==> src/hw/rtl/piecewise_tone_mapper_assert.svh <==
// Assertion macros shared by the tone mapper RTL.
// Needs nothing else; included by the files that check their own logic.
`ifndef PIECEWISE_TONE_MAPPER_ASSERT_SVH
`define PIECEWISE_TONE_MAPPER_ASSERT_SVH

// same-cycle implication under reset
`define PTM_ASSERT_IMPL(label, clk, rst_n, ante, cons) \
  label: assert property (@(posedge clk) disable iff (!rst_n) (ante) |-> (cons)) \
    else $error("tone mapper check failed");

// next-cycle implication under reset
`define PTM_ASSERT_NEXT(label, clk, rst_n, ante, cons) \
  label: assert property (@(posedge clk) disable iff (!rst_n) (ante) |=> (cons)) \
    else $error("tone mapper check failed");

`endif

==> src/hw/rtl/ptm_pkg.sv <==
// Shared constants, types and curve tables of the piecewise tone mapper.
// No dependencies; used by every other RTL file but the assertion header.
package ptm_pkg;

  localparam int unsigned FRACTION_BITS = 8;
  localparam int unsigned PIX_W         = 22;
  localparam int unsigned PEAK_W        = 14;
  localparam int unsigned CFG_IDX_W     = 2;
  localparam int unsigned LANES         = 3;
  localparam int unsigned DIV_STEPS     = PIX_W;
  localparam int unsigned DEN_SCALE     = 100;
  localparam int unsigned KNOTS         = 5;

  localparam logic [PIX_W-1:0]  PIX_MAX         = '1;
  localparam logic [PEAK_W-1:0] SRC_WHITE_RESET = 14'd1000;
  localparam logic [PEAK_W-1:0] DST_PEAK_RESET  = 14'd100;
  localparam logic [PEAK_W-1:0] MAX_CLL_RESET   = 14'd0;

  typedef enum logic [CFG_IDX_W-1:0] {
    CFG_SRC_WHITE = 2'd0,
    CFG_DST_PEAK  = 2'd1,
    CFG_MAX_CLL   = 2'd2
  } cfg_idx_e;

  typedef struct packed {
    logic valid;
    logic zero;
  } ptm_ctl_t;

  function automatic int unsigned curve_w(int unsigned f);
    int unsigned dw;
    dw = PEAK_W + f;
    return ((dw > PIX_W) ? dw : PIX_W) + 8;
  endfunction

  function automatic int unsigned ns_w(int unsigned f);
    return curve_w(f) + PEAK_W;
  endfunction

  function automatic int unsigned den_w(int unsigned f);
    return PIX_W + PEAK_W + 7 + f;
  endfunction

  function automatic logic [6:0] seg_base(logic [2:0] seg);
    logic [6:0] r;
    case (seg)
      3'd0:    r = 7'd0;
      3'd1:    r = 7'd75;
      3'd2:    r = 7'd85;
      3'd3:    r = 7'd90;
      3'd4:    r = 7'd93;
      default: r = 7'd95;
    endcase
    return r;
  endfunction

  function automatic logic [6:0] seg_slope(logic [2:0] seg);
    logic [6:0] r;
    case (seg)
      3'd0:    r = 7'd75;
      3'd1:    r = 7'd10;
      3'd2:    r = 7'd5;
      3'd3:    r = 7'd3;
      3'd4:    r = 7'd2;
      default: r = 7'd1;
    endcase
    return r;
  endfunction

  function automatic logic [2:0] seg_knot(logic [2:0] seg);
    logic [2:0] r;
    case (seg)
      3'd0:    r = 3'd0;
      3'd1:    r = 3'd1;
      3'd2:    r = 3'd2;
      3'd3:    r = 3'd3;
      3'd4:    r = 3'd4;
      default: r = 3'd5;
    endcase
    return r;
  endfunction

endpackage

==> src/hw/rtl/ptm_curve.sv <==
// Front pipeline: peak component, curve segment, curve numerator and divisor.
// Five register stages; depends on ptm_pkg.
module ptm_curve #(
  parameter int unsigned FracBits = ptm_pkg::FRACTION_BITS
) (
  input  logic                                      clk_i,
  input  logic                                      rst_ni,
  input  logic                                      en_i,
  input  logic                                      valid_i,
  input  logic [ptm_pkg::PIX_W-1:0]                 comp_i [ptm_pkg::LANES],
  input  logic [ptm_pkg::PEAK_W-1:0]                spw_i,
  input  logic [ptm_pkg::PEAK_W-1:0]                dpw_i,
  input  logic [ptm_pkg::PEAK_W-1:0]                sp_i,
  output ptm_pkg::ptm_ctl_t                         ctl_o,
  output logic [ptm_pkg::PIX_W-1:0]                 comp_o [ptm_pkg::LANES],
  output logic [ptm_pkg::ns_w(FracBits)-1:0]        ns_o,
  output logic [ptm_pkg::den_w(FracBits)-1:0]       den_o
);
  localparam int unsigned PW   = ptm_pkg::PIX_W;
  localparam int unsigned NL   = ptm_pkg::LANES;
  localparam int unsigned DW   = ptm_pkg::PEAK_W + FracBits;
  localparam int unsigned KDW  = DW + 3;
  localparam int unsigned NW   = ptm_pkg::curve_w(FracBits);
  localparam int unsigned NSW  = ptm_pkg::ns_w(FracBits);
  localparam int unsigned MSW  = PW + ptm_pkg::PEAK_W;
  localparam int unsigned DENW = ptm_pkg::den_w(FracBits);

  logic [DW-1:0] d;
  logic [PW-1:0] m;
  logic [2:0]    seg_d;

  ptm_pkg::ptm_ctl_t ctl1_q, ctl2_q, ctl3_q, ctl4_q, ctl5_q;
  logic [PW-1:0]     c1_q [NL];
  logic [PW-1:0]     c2_q [NL];
  logic [PW-1:0]     c3_q [NL];
  logic [PW-1:0]     c4_q [NL];
  logic [PW-1:0]     c5_q [NL];
  logic [PW-1:0]     m1_q, m2_q;
  logic [2:0]        seg2_q, seg3_q;
  logic [PW-1:0]     off3_q;
  logic [MSW-1:0]    msp3_q;
  logic [NW-1:0]     n4_q;
  logic [DENW-1:0]   den4_q, den5_q;
  logic [NSW-1:0]    ns5_q;

  assign d = {dpw_i, FracBits'(0)};

  always_comb begin
    m = comp_i[0];
    if (comp_i[1] > m) m = comp_i[1];
    if (comp_i[2] > m) m = comp_i[2];
  end

  always_comb begin
    seg_d = 3'd0;
    for (int k = 1; k <= ptm_pkg::KNOTS; k++) begin
      if (KDW'(m1_q) > KDW'(d) * KDW'(k)) seg_d = seg_d + 3'd1;
    end
  end

  always_ff @(posedge clk_i or negedge rst_ni) begin
    if (!rst_ni) begin
      ctl1_q <= '0;
      ctl2_q <= '0;
      ctl3_q <= '0;
      ctl4_q <= '0;
      ctl5_q <= '0;
    end else if (en_i) begin
      ctl1_q <= '{valid: valid_i, zero: 1'b0};
      ctl2_q <= '{valid: ctl1_q.valid, zero: (m1_q == '0)};
      ctl3_q <= ctl2_q;
      ctl4_q <= ctl3_q;
      ctl5_q <= ctl4_q;
    end
  end

  always_ff @(posedge clk_i) begin
    if (en_i) begin
      c1_q   <= comp_i;
      m1_q   <= m;
      c2_q   <= c1_q;
      m2_q   <= m1_q;
      seg2_q <= seg_d;
      c3_q   <= c2_q;
      seg3_q <= seg2_q;
      off3_q <= PW'(KDW'(m2_q) - KDW'(ptm_pkg::seg_knot(seg2_q)) * KDW'(d));
      msp3_q <= MSW'(m2_q) * MSW'(sp_i);
      c4_q   <= c3_q;
      n4_q   <= NW'(ptm_pkg::seg_base(seg3_q)) * NW'(d)
              + NW'(ptm_pkg::seg_slope(seg3_q)) * NW'(off3_q);
      den4_q <= (DENW'(msp3_q) * DENW'(ptm_pkg::DEN_SCALE)) << FracBits;
      c5_q   <= c4_q;
      ns5_q  <= NSW'(n4_q) * NSW'(spw_i);
      den5_q <= den4_q;
    end
  end

  assign ctl_o  = ctl5_q;
  assign comp_o = c5_q;
  assign ns_o   = ns5_q;
  assign den_o  = den5_q;
endmodule

==> config.mk <==
export PLATFORM = sky130hd
export DESIGN_NAME = ptm_curve
export DESIGN_NICKNAME = d
export VERILOG_FILES = /design/src/hw/rtl/piecewise_tone_mapper_assert.svh /design/src/hw/rtl/ptm_pkg.sv /design/src/hw/rtl/ptm_curve.sv
export SDC_FILE = /design/constraint.sdc
export NUM_CORES = 2
export LEC_CHECK = 0
export BUFFER_PORTS_ARGS = -buffer_cell sky130_fd_sc_hd__buf_2
export CAP_MARGIN = 10
export CORE_MARGIN = 5
export CORE_UTILIZATION = 30
export DETAILED_ROUTE_END_ITERATION = 6
export HOLD_SLACK_MARGIN = 0.02
export PLACE_DENSITY = 0.44
export SYNTH_ARGS = -nofsm -noshare
export SYNTH_HDL_FRONTEND = slang
export SYNTH_SLANG_ARGS = --single-unit
==> constraint.sdc <==
create_clock -name clk_i -period 7.7 [get_ports clk_i]
set_input_delay 1.155 -clock clk_i [delete_from_list [all_inputs] [get_ports clk_i]]
set_output_delay 1.155 -clock clk_i [all_outputs]
set_load 0.03 [all_outputs]
# Word level (Yosys, flattened, before mapping)
# Cells that the tools add are included.
[totals] ff_bits=603 input_bits=112 word_cells=79
[op_classes] add_sub_neg=6 multipliers=8 n_lt_le_gt_ge=7 eq_ne=8 muxes=13 n_reduce_logical=3
[ops] cell="one-hot mux 7 bit (5 select lines)" count=2
[ops] cell="greater-than comparator 22 bit" count=3
[ops] cell="greater-than comparator 22 x 24 -> 1 bit" count=2
[ops] cell="multiplier 30 x 14 -> 44 bit" count=1
[ops] cell="2-to-1 mux 22 bit" count=2
[ops] cell="multiplier 36 x 5 -> 41 bit (second input constant)" count=1
[ops] cell="multiplier 22 x 14 -> 36 bit" count=1
[ops] cell="adder 29 x 29 -> 30 bit" count=1
[ops] cell="multiplier 7 x 22 -> 29 bit" count=1
[ops] cell="greater-than comparator 22 x 25 -> 1 bit" count=1
[ops] cell="greater-than comparator 22 x 23 -> 1 bit" count=1
[ops] cell="zero test 22 bit" count=1
[ops] cell="subtractor 22 bit" count=1
[ops] cell="multiplier 7 x 14 -> 21 bit" count=1
[ops] cell="multiplier 14 x 3 -> 17 bit (second input constant)" count=1
[ops] cell="multiplier 14 x 2 -> 16 bit (second input constant)" count=1
[ops] cell="2-to-1 mux 3 bit" count=5
[ops] cell="one-hot mux 3 bit (5 select lines)" count=1
[ops] cell="multiplier 3 x 14 -> 14 bit" count=1
[ops] cell="2-to-1 mux 7 bit" count=2
[ops] cell="adder 3 x 1 -> 3 bit (second input constant)" count=4
[ops] cell="== test 3 x 2 -> 1 bit (second input constant)" count=4
[ops] cell="== test 3 x 1 -> 1 bit (second input constant)" count=2
[ops] cell="== test 3 bit (second input constant)" count=2
[ops] cell="2 further kinds" count=3

# Longest topological paths before layout
[depth] ltp_word=10 ltp_mapped=35 mapped_depth_nobuf=33

# Worst setup path before layout
# OpenSTA, ideal clock, no wires.
[synth_timing] path_type="input-to-reg" startpoint="in dpw_i[4] (netlist name)" endpoint="reg n4_q[29], data pin" setup_time_ps=262 t_arrival_ps=8073 required_time_ps=7438 setup_slack_ps=-635 cell_stages=32 n_path_buf=0 cell_sequence="inv_1 nor2_1 fa_1 inv_1 fa_1 inv_1 fa_1 inv_1 fa_1 inv_1 ha_1 nor3_1 nor2_1 a31oi_1 o21ai_1 a21o_1 a21o_1 a21oi_1 xnor2_1 ha_1 fa_1 inv_1 fa_1 inv_1 ha_1 a21oi_1 nor3b_1 a21oi_1 and4_1 a2111oi_2 a21oi_1 xor2_1"
[synth_via] elab_chain_len=2
[synth_rtl] element="start, declared" line_no="ptm_curve.sv:12" text="input logic [ptm_pkg::PEAK_W-1:0] dpw_i,"
[synth_rtl] element="multiplier 7 x 14 -> 21 bit" line_no="ptm_curve.sv:89" text="n4_q <= NW'(ptm_pkg::seg_base(seg3_q)) * NW'(d)"
[synth_rtl] element="adder 29 x 29 -> 30 bit" line_no="ptm_curve.sv:90" text="+ NW'(ptm_pkg::seg_slope(seg3_q)) * NW'(off3_q);"
[synth_rtl] element="end signal, assigned" line_no="ptm_curve.sv:89"
[synth_rtl] element="end, declared" line_no="ptm_curve.sv:42" text="logic [NW-1:0] n4_q;"
# Every way passes these cells.
# A chain may end at the register's enable or synchronous reset.

# Worst setup path in the final report
[layout_timing] startpoint="in dpw_i[6] (netlist name)" endpoint="reg n4_q[27], data pin"
# Same word-level chain as after synthesis.

==> impl_metrics.tcl <==
set metrics [dict create \
    vias_per_cell 4.54 \
    drc 0 \
    die_w_um 447 \
    core-area_sq_um 190000 \
    cts_buffer_depth 3 \
    status "finished with violations" \
    initial_core_util_pct 30.1 \
    ys_ff_latch 603 \
    ys_seq_area_share_pct 31.5 \
    io_buffer_count 264 \
    avgSynthCellArea_sq_um 11.0 \
    maxSlewViolCount 0 \
    antenna_found_initial 38 \
    dr.pass1.iters 5 \
    cts_tree "done" \
    nets 7089 \
    pin_count 275 \
    start_kind "primary input" \
    worstHoldPathType "in2async" \
    grt_pass1_wl_mm 233 \
    relSlewSlack_pct 32.8 \
    crit_fanout 5 \
    dieArea_sq_um 200000 \
    rsz0062_at_grt "true" \
    critical_path_required_ns 8.13 \
    finalCriticalPeriod_ns 7.73 \
    worstRegToRegCells 32 \
    drive_above_1_share_pct 12.9 \
    arrival_ns 8.15 \
    wirelength_mm 147 \
    htreeDepth 3 \
    setup_viol 2 \
    slowest_stage "fa_1" \
    drtAntennaViolNets 0 \
    grt-ovfl-total 0 \
    async_reset_ff_share_pct 1.49 \
    holdBufCountCts 0 \
    synth-edff-count 594 \
    cts_sinks 603 \
    clk-insertion-delay-late_ns 0.70 \
    syn_to_final_growth_pct 15.3 \
    synth_largest_area_cell "edfxtp_1" \
    grt_pass1_vias 40700 \
    hold_violations 0 \
    cp-end-kind "register" \
    cp_common_cell "fa_1" \
    drt_iter0_markers 1765 \
    synthFlopType "edfxtp_1" \
    cts_buffers 79 \
    die_h_um 447 \
    ys_types 78 \
    worst_slew_pin_slew_ns 1.01 \
    fmax_ghz 0.129 \
    ys_top_cells_by_area "edfxtp_1 31%, fa_1 26%, ha_1 13%" \
    rows 160 \
    violations "negative setup slack" \
    drt-wirelength-per-cell_um 18.0 \
    final.setup_skew_ns 0.0451 \
    clk_pin_slew_ns 0.06 \
    drv_cap 0 \
    design_area_sq_um 66100 \
    critPathKind "in2reg" \
    yosys.area.top_type_share_pct 31.1 \
    final_util_pct 34.8 \
    place_congestion 0.809 \
    layout_setup_ws_ns -0.0280 \
    whs_ns 0.331 \
    grt_max_degree 179 \
    placed_area_sq_um 63100 \
    period_share_pct 100 \
    vias 37300 \
    ys_warn_count 0 \
    syn_inst 5213 \
    crit_path_max_incr_delay_ns 0.52 \
    grtUsageTotal_pct 15.0 \
    syn_area_sq_um 57300 \
    hpwl_mm 115 \
    cts_root_buf "clkbuf_16" \
]
[cell type report]
cell class / count / area (sq um)
diodes: 12 / 30.0
clock buffers: 97 / 2070
clock inverters: 41 / 473
fillers: 19200 / 124000
inverters: 941 / 3560
multi-input cells: 3509 / 35600
flip-flops and latches: 603 / 18100
well taps: 2511 / 3140
repair buffers: 492 / 3160
[final timing paths]
check | slack, ns | from | to
max in group asynchronous | 7.17 | rst_ni | ctl2_q[0]$_DFFE_PN0P_
setup / recovery | -0.03 | dpw_i[6] | n4_q[27]$_DFFE_PP_
hold reg to reg | 0.40 | c3_q[54]$_DFFE_PP_ | c4_q[54]$_DFFE_PP_
hold / removal | 0.33 | rst_ni | ctl4_q[1]$_DFFE_PN0P_
min in group clk_i | 0.40 | c3_q[54]$_DFFE_PP_ | c4_q[54]$_DFFE_PP_
setup reg to reg | 0.01 | seg3_q[2]$_DFFE_PP_ | n4_q[27]$_DFFE_PP_
[repair_timing]
| action | 4_1_cts | 5_1_grt |
|---|---|---|
| pin swaps | 24 | 54 |
| buffers inserted | 6 | 6 |
| resized for setup | 23 | 70 |
| setup endpoints to repair | 3 | 9 |
[synth_stat cells (3+ instances only)]
master       n
or3_1        7
a21oi_1    186
nor2_1     146
fa_1       738
nor3_1      15
a311oi_1     3
o21a_1      38
nor4_1      12
inv_1      941
a21boi_1     3
o2111ai_1    4
nor2b_1     38
nand2_1    527
and4_1       7
mux2_2      12
o31ai_1      6
nand3_1     43
a31o_2       3
clkbuf_1   153
a41o_1       3
or2_2        8
ha_1       613
xor2_1      68
and3_1      42
a21o_1     124
o211ai_1     8
o21ai_1     18
buf_4       12
o21ai_0     75
a211o_1      7
mux2i_1     44
a22oi_1      3
nand2b_1    23
o221ai_1     5
dfrtp_1      9
a31oi_1     12
edfxtp_1   594
and2_1     408
nand4_1     34
o21bai_1    30
a211oi_1    12
a221oi_1     5
xnor2_1    130
[registers in the layout (all words and copies together), names as in the netlist, 2 cells and up]
name,cells
comp_o,66
msp3_q,36
ctl_o,2
c3_q,66
seg2_q,3
c2_q,66
ctl2_q,2
den_o,41
ctl3_q,2
m2_q,22
ns_o,44
m1_q,22
off3_q,22
den4_q,41
seg3_q,3
ctl4_q,2
c4_q,66
c1_q,66
n4_q,30
[cell families (layout without fill, tap and decap cells)]
group | count (synthesis) | in the layout | share of synthesized area (%)
xor+xnor | 199 | 199 | 3.06
fa+ha+maj | 1351 | 1351 | 39.1
simple gates | 1318 | 1318 | 11.4
flops | 603 | 603 | 31.5
compound gates | 574 | 574 | 6.52
buf+inv | 1110 | 1571 | 7.35
mux | 57 | 57 | 1.03
other cells | 1 | 22 | 0.00654
[metal layers]
layer,vias up,wire length (um),track usage [%]
met5,-,207,0
met4,32,4070,4.35
met3,247,8410,3.47
met2,646,67800,24.5
met1,18600,66800,19.8
li1,17700,-,-
[critical path: cells and delay by family]
| kind | cells | cell delay, ns |
|---|---|---|
| fa+ha+maj | 9 | 3.84 |
| simple gates | 4 | 0.94 |
| buf+inv | 8 | 0.79 |
| xor+xnor | 2 | 0.25 |
| compound gates | 7 | 1.18 |
[layout by cell type, fill, tap and decap left out, types with 15 or more instances in the layout]
master       n
inv_1      918
fa_1       738
ha_1       596
edfxtp_1   594
nand2_1    524
and2_1     407
buf_2      263
buf_4      211
a21oi_1    174
xnor2_1    127
a21o_1     124
nor2_1     123
clkbuf_16   80
o21ai_0     70
xor2_1      66
mux2i_1     44
nand3_1     43
and3_1      42
o21a_1      38
nor2b_1     36
nand4_1     34
o21bai_1    29
nand2b_1    23
o21ai_1     19
clkinv_1    17
clkbuf_1    17
inv_2       16
nor2_2      16
ha_4        15
[per-stage QoR]
stage	setup WS [ns]	instances	TNS (ns)
4_1_cts	-0.0965	8189	-0.151
2_1_floorplan	-0.188	5222	-0.277
5_1_grt	-0.373	8198	-1.46
6_report	-0.0280	8206	-0.0513
3_3_place_gp	-0.866	8045	-6.00
3_5_place_dp	-0.948	8045	-6.53
Power is left out: the tool's default activity adds up to more than one toggle a clock period on the data nets, which glitch-free logic cannot reach.
